==> config.mk <==
export PLATFORM = sky130hd
export DESIGN_NAME = bmhpq_ctrl
export DESIGN_NICKNAME = d
export VERILOG_FILES = /design/src/bmhpq_pkg.sv /design/src/bmhpq_ctrl.sv
export SDC_FILE = /design/constraint.sdc
export NUM_CORES = 1
export LEC_CHECK = 0
export BUFFER_PORTS_ARGS = -buffer_cell sky130_fd_sc_hd__buf_2
export CORE_MARGIN = 10
export CORE_UTILIZATION = 35
export DETAILED_ROUTE_END_ITERATION = 8
export HOLD_SLACK_MARGIN = 0.03
export SLEW_MARGIN = 20
export SYNTH_ARGS = -nofsm -noshare
export SYNTH_HDL_FRONTEND = slang
export SYNTH_SLANG_ARGS = --single-unit
==> constraint.sdc <==
create_clock -name clk -period 5.1 [get_ports clk]
set_clock_uncertainty 0.1 [all_clocks]
set_input_delay 0.255 -clock clk [delete_from_list [all_inputs] [get_ports clk]]
set_output_delay 0.255 -clock clk [all_outputs]
set_load 0.005 [all_outputs]
==> src/bmhpq_pkg.sv <==
// ----------------------------------------------------------------------------
// bmhpq_pkg
// Shared types, constants and the ranking function of the heap queue.
// ----------------------------------------------------------------------------
package bmhpq_pkg;

  localparam int CAPACITY = 128;
  localparam int ADDR_W   = (CAPACITY > 1) ? $clog2(CAPACITY) : 1;
  localparam int CNT_W    = $clog2(CAPACITY + 1);
  localparam int CIDX_W   = ADDR_W + 2;

  localparam logic       CMD_INSERT  = 1'b0;
  localparam logic       CMD_EXTRACT = 1'b1;

  localparam logic [1:0] ST_OK    = 2'd0;
  localparam logic [1:0] ST_FULL  = 2'd1;
  localparam logic [1:0] ST_EMPTY = 2'd2;

  typedef struct packed {
    logic [15:0] sev;
    logic [31:0] arr;
    logic [15:0] tag;
  } entry_t;

  localparam int ENTRY_W = $bits(entry_t);

  typedef enum logic [2:0] {
    RD_PARENT = 3'd0,
    RD_ROOT   = 3'd1,
    RD_LAST   = 3'd2,
    RD_LEFT   = 3'd3,
    RD_RIGHT  = 3'd4
  } rd_sel_t;

  typedef struct packed {
    logic    load;
    logic    rd_en;
    rd_sel_t rd_sel;
    logic    cap_root;
    logic    cap_cur;
    logic    cap_left;
    logic    pos_zero;
    logic    wr_cur;
    logic    up_eval;
    logic    down_eval;
    logic    fin;
  } cmd_t;

  typedef struct packed {
    logic full;
    logic empty;
    logic pos_root;
    logic one_left;
    logic l_out;
    logic up_go;
    logic down_go;
  } stat_t;

  function automatic logic ranks_above(entry_t a, entry_t b);
    logic res;
    if (a.sev != b.sev) begin
      res = (a.sev > b.sev);
    end else begin
      res = (a.arr < b.arr);
    end
    return res;
  endfunction

  function automatic logic [7:0] count_low8(logic [CNT_W-1:0] c);
    logic [CNT_W+7:0] tmp;
    tmp = {8'd0, c};
    return tmp[7:0];
  endfunction

endpackage

==> src/bmhpq_ctrl.sv <==
// ----------------------------------------------------------------------------
// bmhpq_ctrl
// Sequencer for sift-up and sift-down, and the input and output handshakes.
// ----------------------------------------------------------------------------
module bmhpq_ctrl
  import bmhpq_pkg::*;
(
  input  logic  clk,
  input  logic  rst,
  input  logic  in_valid,
  output logic  in_ready,
  input  logic  command,
  output logic  out_valid,
  input  logic  out_ready,
  output cmd_t  cmd,
  input  stat_t stat
);

  typedef enum logic [10:0] {
    S_IDLE     = 11'b00000000001,
    S_UP_CHK   = 11'b00000000010,
    S_UP_CMP   = 11'b00000000100,
    S_RD_ROOT  = 11'b00000001000,
    S_ROOT_CAP = 11'b00000010000,
    S_LAST_RD  = 11'b00000100000,
    S_LAST_CAP = 11'b00001000000,
    S_DN_CHK   = 11'b00010000000,
    S_DN_RDR   = 11'b00100000000,
    S_DN_CMP   = 11'b01000000000,
    S_FIN      = 11'b10000000000
  } state_t;

  state_t state;
  state_t state_next;
  logic   out_free;

  assign in_ready = (state == S_IDLE);
  assign out_free = !out_valid || out_ready;

  always_comb begin
    state_next = state;
    cmd        = '0;
    cmd.rd_sel = RD_ROOT;
    unique case (state)
      S_IDLE: begin
        if (in_valid) begin
          cmd.load = 1'b1;
          if (command == CMD_INSERT) begin
            state_next = stat.full ? S_FIN : S_UP_CHK;
          end else begin
            state_next = stat.empty ? S_FIN : S_RD_ROOT;
          end
        end
      end
      S_UP_CHK: begin
        if (stat.pos_root) begin
          cmd.wr_cur = 1'b1;
          state_next = S_FIN;
        end else begin
          cmd.rd_en  = 1'b1;
          cmd.rd_sel = RD_PARENT;
          state_next = S_UP_CMP;
        end
      end
      S_UP_CMP: begin
        cmd.up_eval = 1'b1;
        state_next  = stat.up_go ? S_UP_CHK : S_FIN;
      end
      S_RD_ROOT: begin
        cmd.rd_en  = 1'b1;
        cmd.rd_sel = RD_ROOT;
        state_next = S_ROOT_CAP;
      end
      S_ROOT_CAP: begin
        cmd.cap_root = 1'b1;
        state_next   = stat.one_left ? S_FIN : S_LAST_RD;
      end
      S_LAST_RD: begin
        cmd.rd_en    = 1'b1;
        cmd.rd_sel   = RD_LAST;
        cmd.pos_zero = 1'b1;
        state_next   = S_LAST_CAP;
      end
      S_LAST_CAP: begin
        cmd.cap_cur = 1'b1;
        state_next  = S_DN_CHK;
      end
      S_DN_CHK: begin
        if (stat.l_out) begin
          cmd.wr_cur = 1'b1;
          state_next = S_FIN;
        end else begin
          cmd.rd_en  = 1'b1;
          cmd.rd_sel = RD_LEFT;
          state_next = S_DN_RDR;
        end
      end
      S_DN_RDR: begin
        cmd.cap_left = 1'b1;
        cmd.rd_en    = 1'b1;
        cmd.rd_sel   = RD_RIGHT;
        state_next   = S_DN_CMP;
      end
      S_DN_CMP: begin
        cmd.down_eval = 1'b1;
        state_next    = stat.down_go ? S_DN_CHK : S_FIN;
      end
      S_FIN: begin
        if (out_free) begin
          cmd.fin    = 1'b1;
          state_next = S_IDLE;
        end
      end
      default: begin
        state_next = S_IDLE;
      end
    endcase
  end

  always_ff @(posedge clk) begin
    if (rst) begin
      state     <= S_IDLE;
      out_valid <= 1'b0;
    end else begin
      state <= state_next;
      if (cmd.fin) begin
        out_valid <= 1'b1;
      end else if (out_ready) begin
        out_valid <= 1'b0;
      end
    end
  end

endmodule

Word-level counts from Yosys, hierarchy flattened
Index checks and enable logic that the tools add are counted.
Widths: inputs -> output; s select.
{"block": "classes", "n_mux": 29, "n_eq_ne": 13, "reduce_logical": 4}
{"op": "$pmux 11 s11", "n": 1}
{"op": "$mux 11", "n": 10}
{"op": "$pmux 4 s5", "n": 1}
{"op": "$mux 1", "n": 14}
{"op": "$eq 11x1->1 const B", "n": 1}
{"op": "$eq 11x10->1 const B", "n": 1}
{"op": "$eq 11x11->1 const B", "n": 1}
{"op": "$eq 11x2->1 const B", "n": 1}
{"op": "$eq 11x3->1 const B", "n": 1}
{"op": "$eq 11x4->1 const B", "n": 1}
{"op": "$eq 11x5->1 const B", "n": 1}
{"op": "$eq 11x6->1 const B", "n": 1}
{"op": "$eq 11x7->1 const B", "n": 1}
{"op": "$eq 11x8->1 const B", "n": 1}
{"op": "$eq 11x9->1 const B", "n": 1}
{"op": "$mux 4", "n": 2}
{"op": "$ne 2x2->1 const B", "n": 2}
{"op": "$pmux 1 s2", "n": 1}
{"op": "$reduce_and 2->1", "n": 1}
{"op": "$reduce_bool 2->1", "n": 1}
{"op": "$logic_not 1->1", "n": 1}
{"op": "$logic_or 1x1->1", "n": 1}
{"block": "word_totals", "word_cells": 48, "reg_bits": 12, "out_inout_bits": 15, "in_bits": 12}

Logic depth before layout (Yosys ltp)
Gate-level depths: netlist of the first run.
{"block": "depth", "word_depth": 5, "ltp_mapped": 7, "mapped_depth_nobuf": 5}

Least setup slack after synthesis of the first run
Ideal clock, no wire load.
{"block": "synth_timing", "path_kind": "flip-flop to output port", "from": "register state[7]", "to": "output cmd[11] (netlist bit)", "path_buffers": 1, "path_stages_with_launch": 6, "t_arrival_ns": 1.481, "required_ns": 4.745, "slack_ns": 3.264, "cell_sequence": "dfxtp_1 > buf_6 > nor4_4 > nand3_1 > or3b_2 > o211ai_1"}
{"element": "start, declared", "line": "bmhpq_ctrl.sv:33", "text": "state_t state;"}
{"element": "start signal, assigned", "line": "bmhpq_ctrl.sv:125", "text": "state <= state_next;"}
{"element": "end, declared", "line": "bmhpq_ctrl.sv:15", "text": "output cmd_t cmd,"}

==> impl_summary.txt, run 1 <==
----------------------------------------------------
[Run status]
  Run status ... completed

[Global route]
  Remaining Overflow, GRT ... 0
  Global-route wire length before repair ... about 4000 µm
  All-Layer GR Usage ... 0.09600
  Largest net degree at the start of global routing ... 12
  Via count of the first global-routing pass ... about 830
  Number of antenna violations at the first check in global routing ... 0

[Clocking]
  # H-tree levels ... 1
  Number of buffers on the longest clock path ... 2
  Later-pin clock latency in the skew report ... ~0.27 ns
  # clock sinks ... 12
  Root buffer cell ... sky130_fd_sc_hd__clkbuf_4
  Post-cts hold buffer count ... 0
  Postcts setup bufs ... 0
  CTS tree ... yes
  PostCTS Resize Cnt ... 0
  Clock Pin Slew Worst Setup and Hold Paths ... 0.07 ns
  Number of buffers added by the clock tree synthesis step ... 3

[Layout]
  Fraction of layout instances using a drive strength above 1 ... 0.3016
  Final net count ... 140
  Number of filler instances in the final layout ... approximately 250
  Post-route cell area ... approximately 980 µm²
  Area delta synth->final ... 16.96%
  Diode count ... 0

[Power]
  Power density normalized to cell area ... between 200 and 250 mW/mm²
  Power Total ... 0.0002243 W
  Leak pwr ... about 0.44 nW
  Worst IR drop on VDD ... 0.1238 mV

[Floorplanning]
  Starting density of the core ... 0.3729
  Die H ... just under 70 µm
  Floorplan die width ... 69.02 µm
  Placement row count ... 17
  DIE AREA ... 0.004763 mm²
  Number of top-level pins ... 27
  Area of the core ... between 0.002 and 0.0025 mm²

[Synthesis]
  Post-synth EDFFs ... 0
  Flip-flop and latch count after synthesis ... 12
  Mean Syn Cell Area ... approximately 8 µm²
  Netlist area before placement ... 840.8 µm²
  Synth area leader ... sky130_fd_sc_hd__dfxtp_1
  Net Count, Synth ... between 100 and 150
  Seq/Total Area, Yosys ... 0.2857
  Post-synthesis async set-or-reset flop share ... 0
  Share of Yosys cell area claimed by the top area cell type ... 0.2857
  Yosys warns ... 0
  Cell types with the largest area share after synthesis ... sky130_fd_sc_hd__dfxtp_1 (29%), sky130_fd_sc_hd__nand4_1 (5.2%), sky130_fd_sc_hd__nor4_4 (5.1%)
  Count of cell types in the netlist ... 36
  Synthesized instance count ... ~110
  Most common flop cell mapped by yosys ... sky130_fd_sc_hd__dfxtp_1
  Ranking of synthesized cells by instance count ... sky130_fd_sc_hd__dfxtp_1 (12), sky130_fd_sc_hd__nor2_1 (11), sky130_fd_sc_hd__nand4_1 (7), sky130_fd_sc_hd__nor3_1 (7)
  Most common cell in the netlist ... sky130_fd_sc_hd__dfxtp_1

[Hold path]
  Worst hold path startpoint ... stat[3]
  Worst Hold Class ... input port to flop

[Worst setup path]
  Kind of end point of the critical path ... primary output
  Launch instance of the worst register-to-register path ... state[7]
  Startpoint of the most critical setup path ... state[7]
  CP max FO ... 9
  Data arrival time of the worst path ... between 2 and 2.5 ns
  Req. time, crit path ... around 4.7 ns
  Startpoint Class ... flop
  Path type of the worst setup path ... flop to primary output

[STA]
  Highest clock frequency the design can meet ... ~420 MHz
  Slew @ Worst Pin ... approximately 0.48 ns
  Min Tclk post-route ... 2.362 ns
  RSZ-0062 raised after global routing ... false
  Hold Violations, Final ... 0
  Setup TNS ... 0 ns
  Remaining max-slew budget at the tightest pin ... 0.6777
  Final count of negative-setup-slack endpoints ... 0
  Worst hold slack across all endpoints ... around 0.07 ns
  Tcrit/Tclk final ... 0.4632
  Final Max Slew Viols ... 0

[Routing]
  Drt total wl ... 2280 µm
  Total vias in the final route ... roughly 830
  Remaining design rule violation count ... 0
  Detailed-route wire length per cell ... roughly 15 µm
  Pre-antenna DRT Iters ... 4
  DRT iter0 DRCs ... 25
  Final antenna-violating net count ... 0
  Via density per instance ... 5.403

[Flow run]
  Max Cap Viol ... 0

[Placed design]
  DP Area ... roughly 960 µm²
  HPWL reported at the end of detailed placement ... 1805 µm
  Count of input and output buffers ... 26
  Weighted congestion at the end of routability-driven global placement ... approximately 0.81

----------------------------------------------------
power by group:
| part | internal (W) | leakage (nW) | switching (W) | total [W] |
|---|---|---|---|---|
| clock network | 0.0000273 | 0.0138 | 0.0000316 | 0.0000590 |
| logic | 0.0000275 | 0.334 | 0.0000308 | 0.0000584 |
| registers | 0.0000975 | 0.0972 | 0.00000954 | 0.000107 |
cell families after synthesis:
group,Yosys count,synth area share
xor gates and xnor gates,3,0.03126
DFF,12,0.2857
AOI/OAI and AO/OA,13,0.1012
and+or+nand+nor,62,0.4807
buffers and inverters,13,0.07589
muxes,2,0.02530
stage by stage:
stage	worst slack [ns]	util	instances
after detailed placement	3.034	0.4262	151
after floorplan	3.264	-	105
after global placement	3.073	0.4262	151
final	2.738	0.4362	154
after CTS	2.725	0.4362	154
after global routing	2.579	0.4362	154
cell type report:
type / count / area [µm²] / share of cell area
clock buffers: 3 / 22.52 / 0.02290
well taps: 28 / 35.03 / 0.03562
flip-flops and latches: 12 / 240.2 / 0.2443
multi-input cells: 80 / 536.8 / 0.5458
inverters: 5 / 18.77 / 0.01908
repair buffers: 26 / 130.1 / 0.1323
flip-flops by register name, summed over array words and instances, names as in the netlist:
register   flops
out_valid      1
state         11
layout by cell type (no fill, tap or decap), types with 4 or more instances in the layout:
cell                      count
sky130_fd_sc_hd__a21oi_1      6
sky130_fd_sc_hd__buf_2       26
sky130_fd_sc_hd__dfxtp_1     12
sky130_fd_sc_hd__inv_1        5
sky130_fd_sc_hd__nand3_1      6
sky130_fd_sc_hd__nand4_1      7
sky130_fd_sc_hd__nor2_1      11
sky130_fd_sc_hd__nor2b_1      4
sky130_fd_sc_hd__nor3_1       7
sky130_fd_sc_hd__nor4b_1      4
final timing paths:
| check | to | slack (ns) | depth (start not counted) |
|---|---|---|---|
| max | cmd[11] | 2.74 | 5 |
| min | state[5] | 0.07 | 2 |
| max reg2reg | state[10] | 3.23 | 4 |
| min reg2reg | out_valid | 0.41 | 2 |
critical path: stages, from the launching register on:
cell and delay (ns):
sky130_fd_sc_hd__dfxtp_1 0.42, sky130_fd_sc_hd__nor4_4 0.45, sky130_fd_sc_hd__nand3_1 0.14, sky130_fd_sc_hd__or3b_2 0.48, sky130_fd_sc_hd__o211ai_1 0.10, sky130_fd_sc_hd__buf_2 0.14
layer usage:
layer  vias to the layer above  GRT usage  wire length (µm)
met3                         0    0.04422               175
li1                        432          -                 -
met5                         -          0                 0
met2                        24     0.1442               990
met1                       376     0.1237              1114
met4                         0    0.01330                 0
(Power assumes the default switching activity.)
==> run 2: changes to the inputs <==
Clock period 5.1 ns to 2.4 ns, I/O delays scaled along.
==> run 2 against run 1 <==
Sequential share of layout area is 1.9 points lower. First-iteration DRC count shrank 8.0%. Wire length is 2.8% higher. Non-clock buffer count rose by 7. Power grew 130%. Count of clock-buffer cells in the layout rose by 1. Critical endpoint unchanged.
==> impl_summary.txt, run 2 (same netlist as run 1, synthesis figures left out) <==
----------------------------------------------------
[Run status]
  Run status ... completed

[STA]
  Hold Violations, Final ... 0
  Setup TNS ... 0 ns
  RSZ-0062 raised after global routing ... false
  Highest clock frequency the design can meet ... 447.2 MHz
  Min Tclk post-route ... ~2.2 ns
  Remaining max-slew budget at the tightest pin ... 0.6697
  Final count of negative-setup-slack endpoints ... 0
  Tcrit/Tclk final ... 0.9318
  Slew @ Worst Pin ... between 0.4 and 0.5 ns
  Final Max Slew Viols ... 0

[Clocking]
  CTS tree ... yes
  PostCTS Resize Cnt ... 0
  Root buffer cell ... sky130_fd_sc_hd__clkbuf_4
  Clock Pin Slew Worst Setup and Hold Paths ... around 0.08 ns
  # H-tree levels ... 1
  Number of buffers added by the clock tree synthesis step ... 3
  Number of buffers on the longest clock path ... 2
  # clock sinks ... 12
  Later-pin clock latency in the skew report ... about 0.28 ns
  Postcts setup bufs ... 0

[Placed design]
  DP Area ... 960.9 µm²
  Cell count after placement ... ~150
  HPWL reported at the end of detailed placement ... 1784 µm
  Weighted congestion at the end of routability-driven global placement ... 0.8060
  Count of input and output buffers ... 26

[Global route]
  All-Layer GR Usage ... 0.09572
  Remaining Overflow, GRT ... 0
  Largest net degree at the start of global routing ... 12
  Global-route wire length before repair ... a little over 4000 µm
  Number of antenna violations at the first check in global routing ... 0
  Via count of the first global-routing pass ... slightly below 900

[Layout]
  Diode count ... 0
  Flip-flop count of the largest register after layout ... 11
  Post-route cell area ... approximately 0.0011 mm²
  Fraction of layout instances using a drive strength above 1 ... 0.2910
  Non-filler instance count after layout ... 162
  Number of filler instances in the final layout ... between 200 and 250
  Area delta synth->final ... 26.93%
  Top Registers ... state: 11 flops, out_valid: 1 flops
  Final net count ... between 100 and 150
  Most frequent standard cell in the layout excluding fill and tap cells ... sky130_fd_sc_hd__buf_2
  Largest register by flop count ... state
  Commonest cells after routing, fill and taps aside ... sky130_fd_sc_hd__buf_2 (26), sky130_fd_sc_hd__dfxtp_1 (12), sky130_fd_sc_hd__nor2_1 (11)

[Worst setup path]
  CP max FO ... 9
  Data arrival time of the worst path ... 2.02 ns
  Path type of the worst setup path ... flop to primary output
  Worst reg2reg path depth ... 5
  Flop2flop setup slack ... ~0.17 ns
  Kind of end point of the critical path ... primary output
  Startpoint Class ... flop
  Req. time, crit path ... about 2.2 ns

[Routing]
  Drt total wl ... between 2000 and 2500 µm
  Detailed-route wire length per cell ... approximately 14 µm
  Final antenna-violating net count ... 0
  Via density per instance ... between 5 and 6
  DRT iter0 DRCs ... 23
  Remaining design rule violation count ... 0
  Pre-antenna DRT Iters ... 4
  Total vias in the final route ... 899

[Hold path]
  Hold Path Depth ... 2
  Worst Hold Class ... input port to flop

[Power]
  Power density normalized to cell area ... about 490 mW/mm²
  Worst IR drop on VDD ... between 0.3 and 0.4 mV
  Leak pwr ... slightly below 0.5 nW

[Floorplanning]
  Die H ... ~69 µm
  Number of top-level pins ... 27
  Placement row count ... 17
  DIE AREA ... ~0.0048 mm²
  Starting density of the core ... 0.3729
  Area of the core ... about 0.0023 mm²
  Floorplan die width ... approximately 70 µm

[Flow run]
  Max Cap Viol ... 0

----------------------------------------------------
## run 2: changes by cell type in the layout (fill, tap and decap cells not counted), sizes merged
cell and delta:
dlygate4sd3 +7, clkbuf +1
## run 2: metrics by stage
step / total power [W] / setup WS (ns) / hold WS, ns / util
floorplan: 0.0003211 / 0.6844 / 0.09931 / -
global placement: 0.0003562 / 0.5083 / 0.2156 / 0.4262
detailed placement: 0.0003544 / 0.4677 / 0.2163 / 0.4262
CTS: 0.0005293 / 0.1587 / 0.03244 / 0.4734
global route: 0.0005567 / 0.008950 / 0.04711 / 0.4734
finish: 0.0005262 / 0.1636 / 0.03204 / 0.4734
## run 2: worst paths after layout
path	endpoint	from
setup / recovery	cmd[11]	state[7]
hold reg to reg	out_valid	out_valid
hold / removal	state[9]	rst
setup reg to reg	state[1]	state[1]
## run 2: cell type report
class / count / area [µm²] / area share
tap: 28 / 35.03 / 0.03283
sequential: 12 / 240.2 / 0.2251
multi-input combinational: 80 / 536.8 / 0.5029
inverter: 5 / 18.77 / 0.01759
clock buffer: 4 / 36.28 / 0.03400
timing repair buffer: 33 / 200.2 / 0.1876
## run 2: where the power goes
part / switching, W / internal, W / leakage, nW
registers: 0.0000197 / 0.000207 / 0.0972
logic: 0.0000677 / 0.0000661 / 0.367
clock network: 0.0000731 / 0.0000925 / 0.0210
total: 0.000161 / 0.000366 / 0.485
## run 2: per-layer routing
metal	vias up	routed length, µm	global-route usage
li1	445	-	-
met1	413	1029	0.1173
met2	33	1051	0.1421
met3	8	226	0.05421
met4	0	36	0.01774
met5	-	0	0
## run 2: critical path, stage by stage, from the launching register on
cell and delay, ns:
sky130_fd_sc_hd__dfxtp_1 0.42, sky130_fd_sc_hd__nor4_4 0.45, sky130_fd_sc_hd__nand3_1 0.14, sky130_fd_sc_hd__or3b_2 0.48
sky130_fd_sc_hd__o211ai_1 0.10, sky130_fd_sc_hd__buf_2 0.14
## run 2: repair_timing
action / 4_1_cts / 5_1_grt
setup endpoints to repair: 0 / 0
hold buffers: 7 / 0
endpoints found under the hold margin: 5 / 0
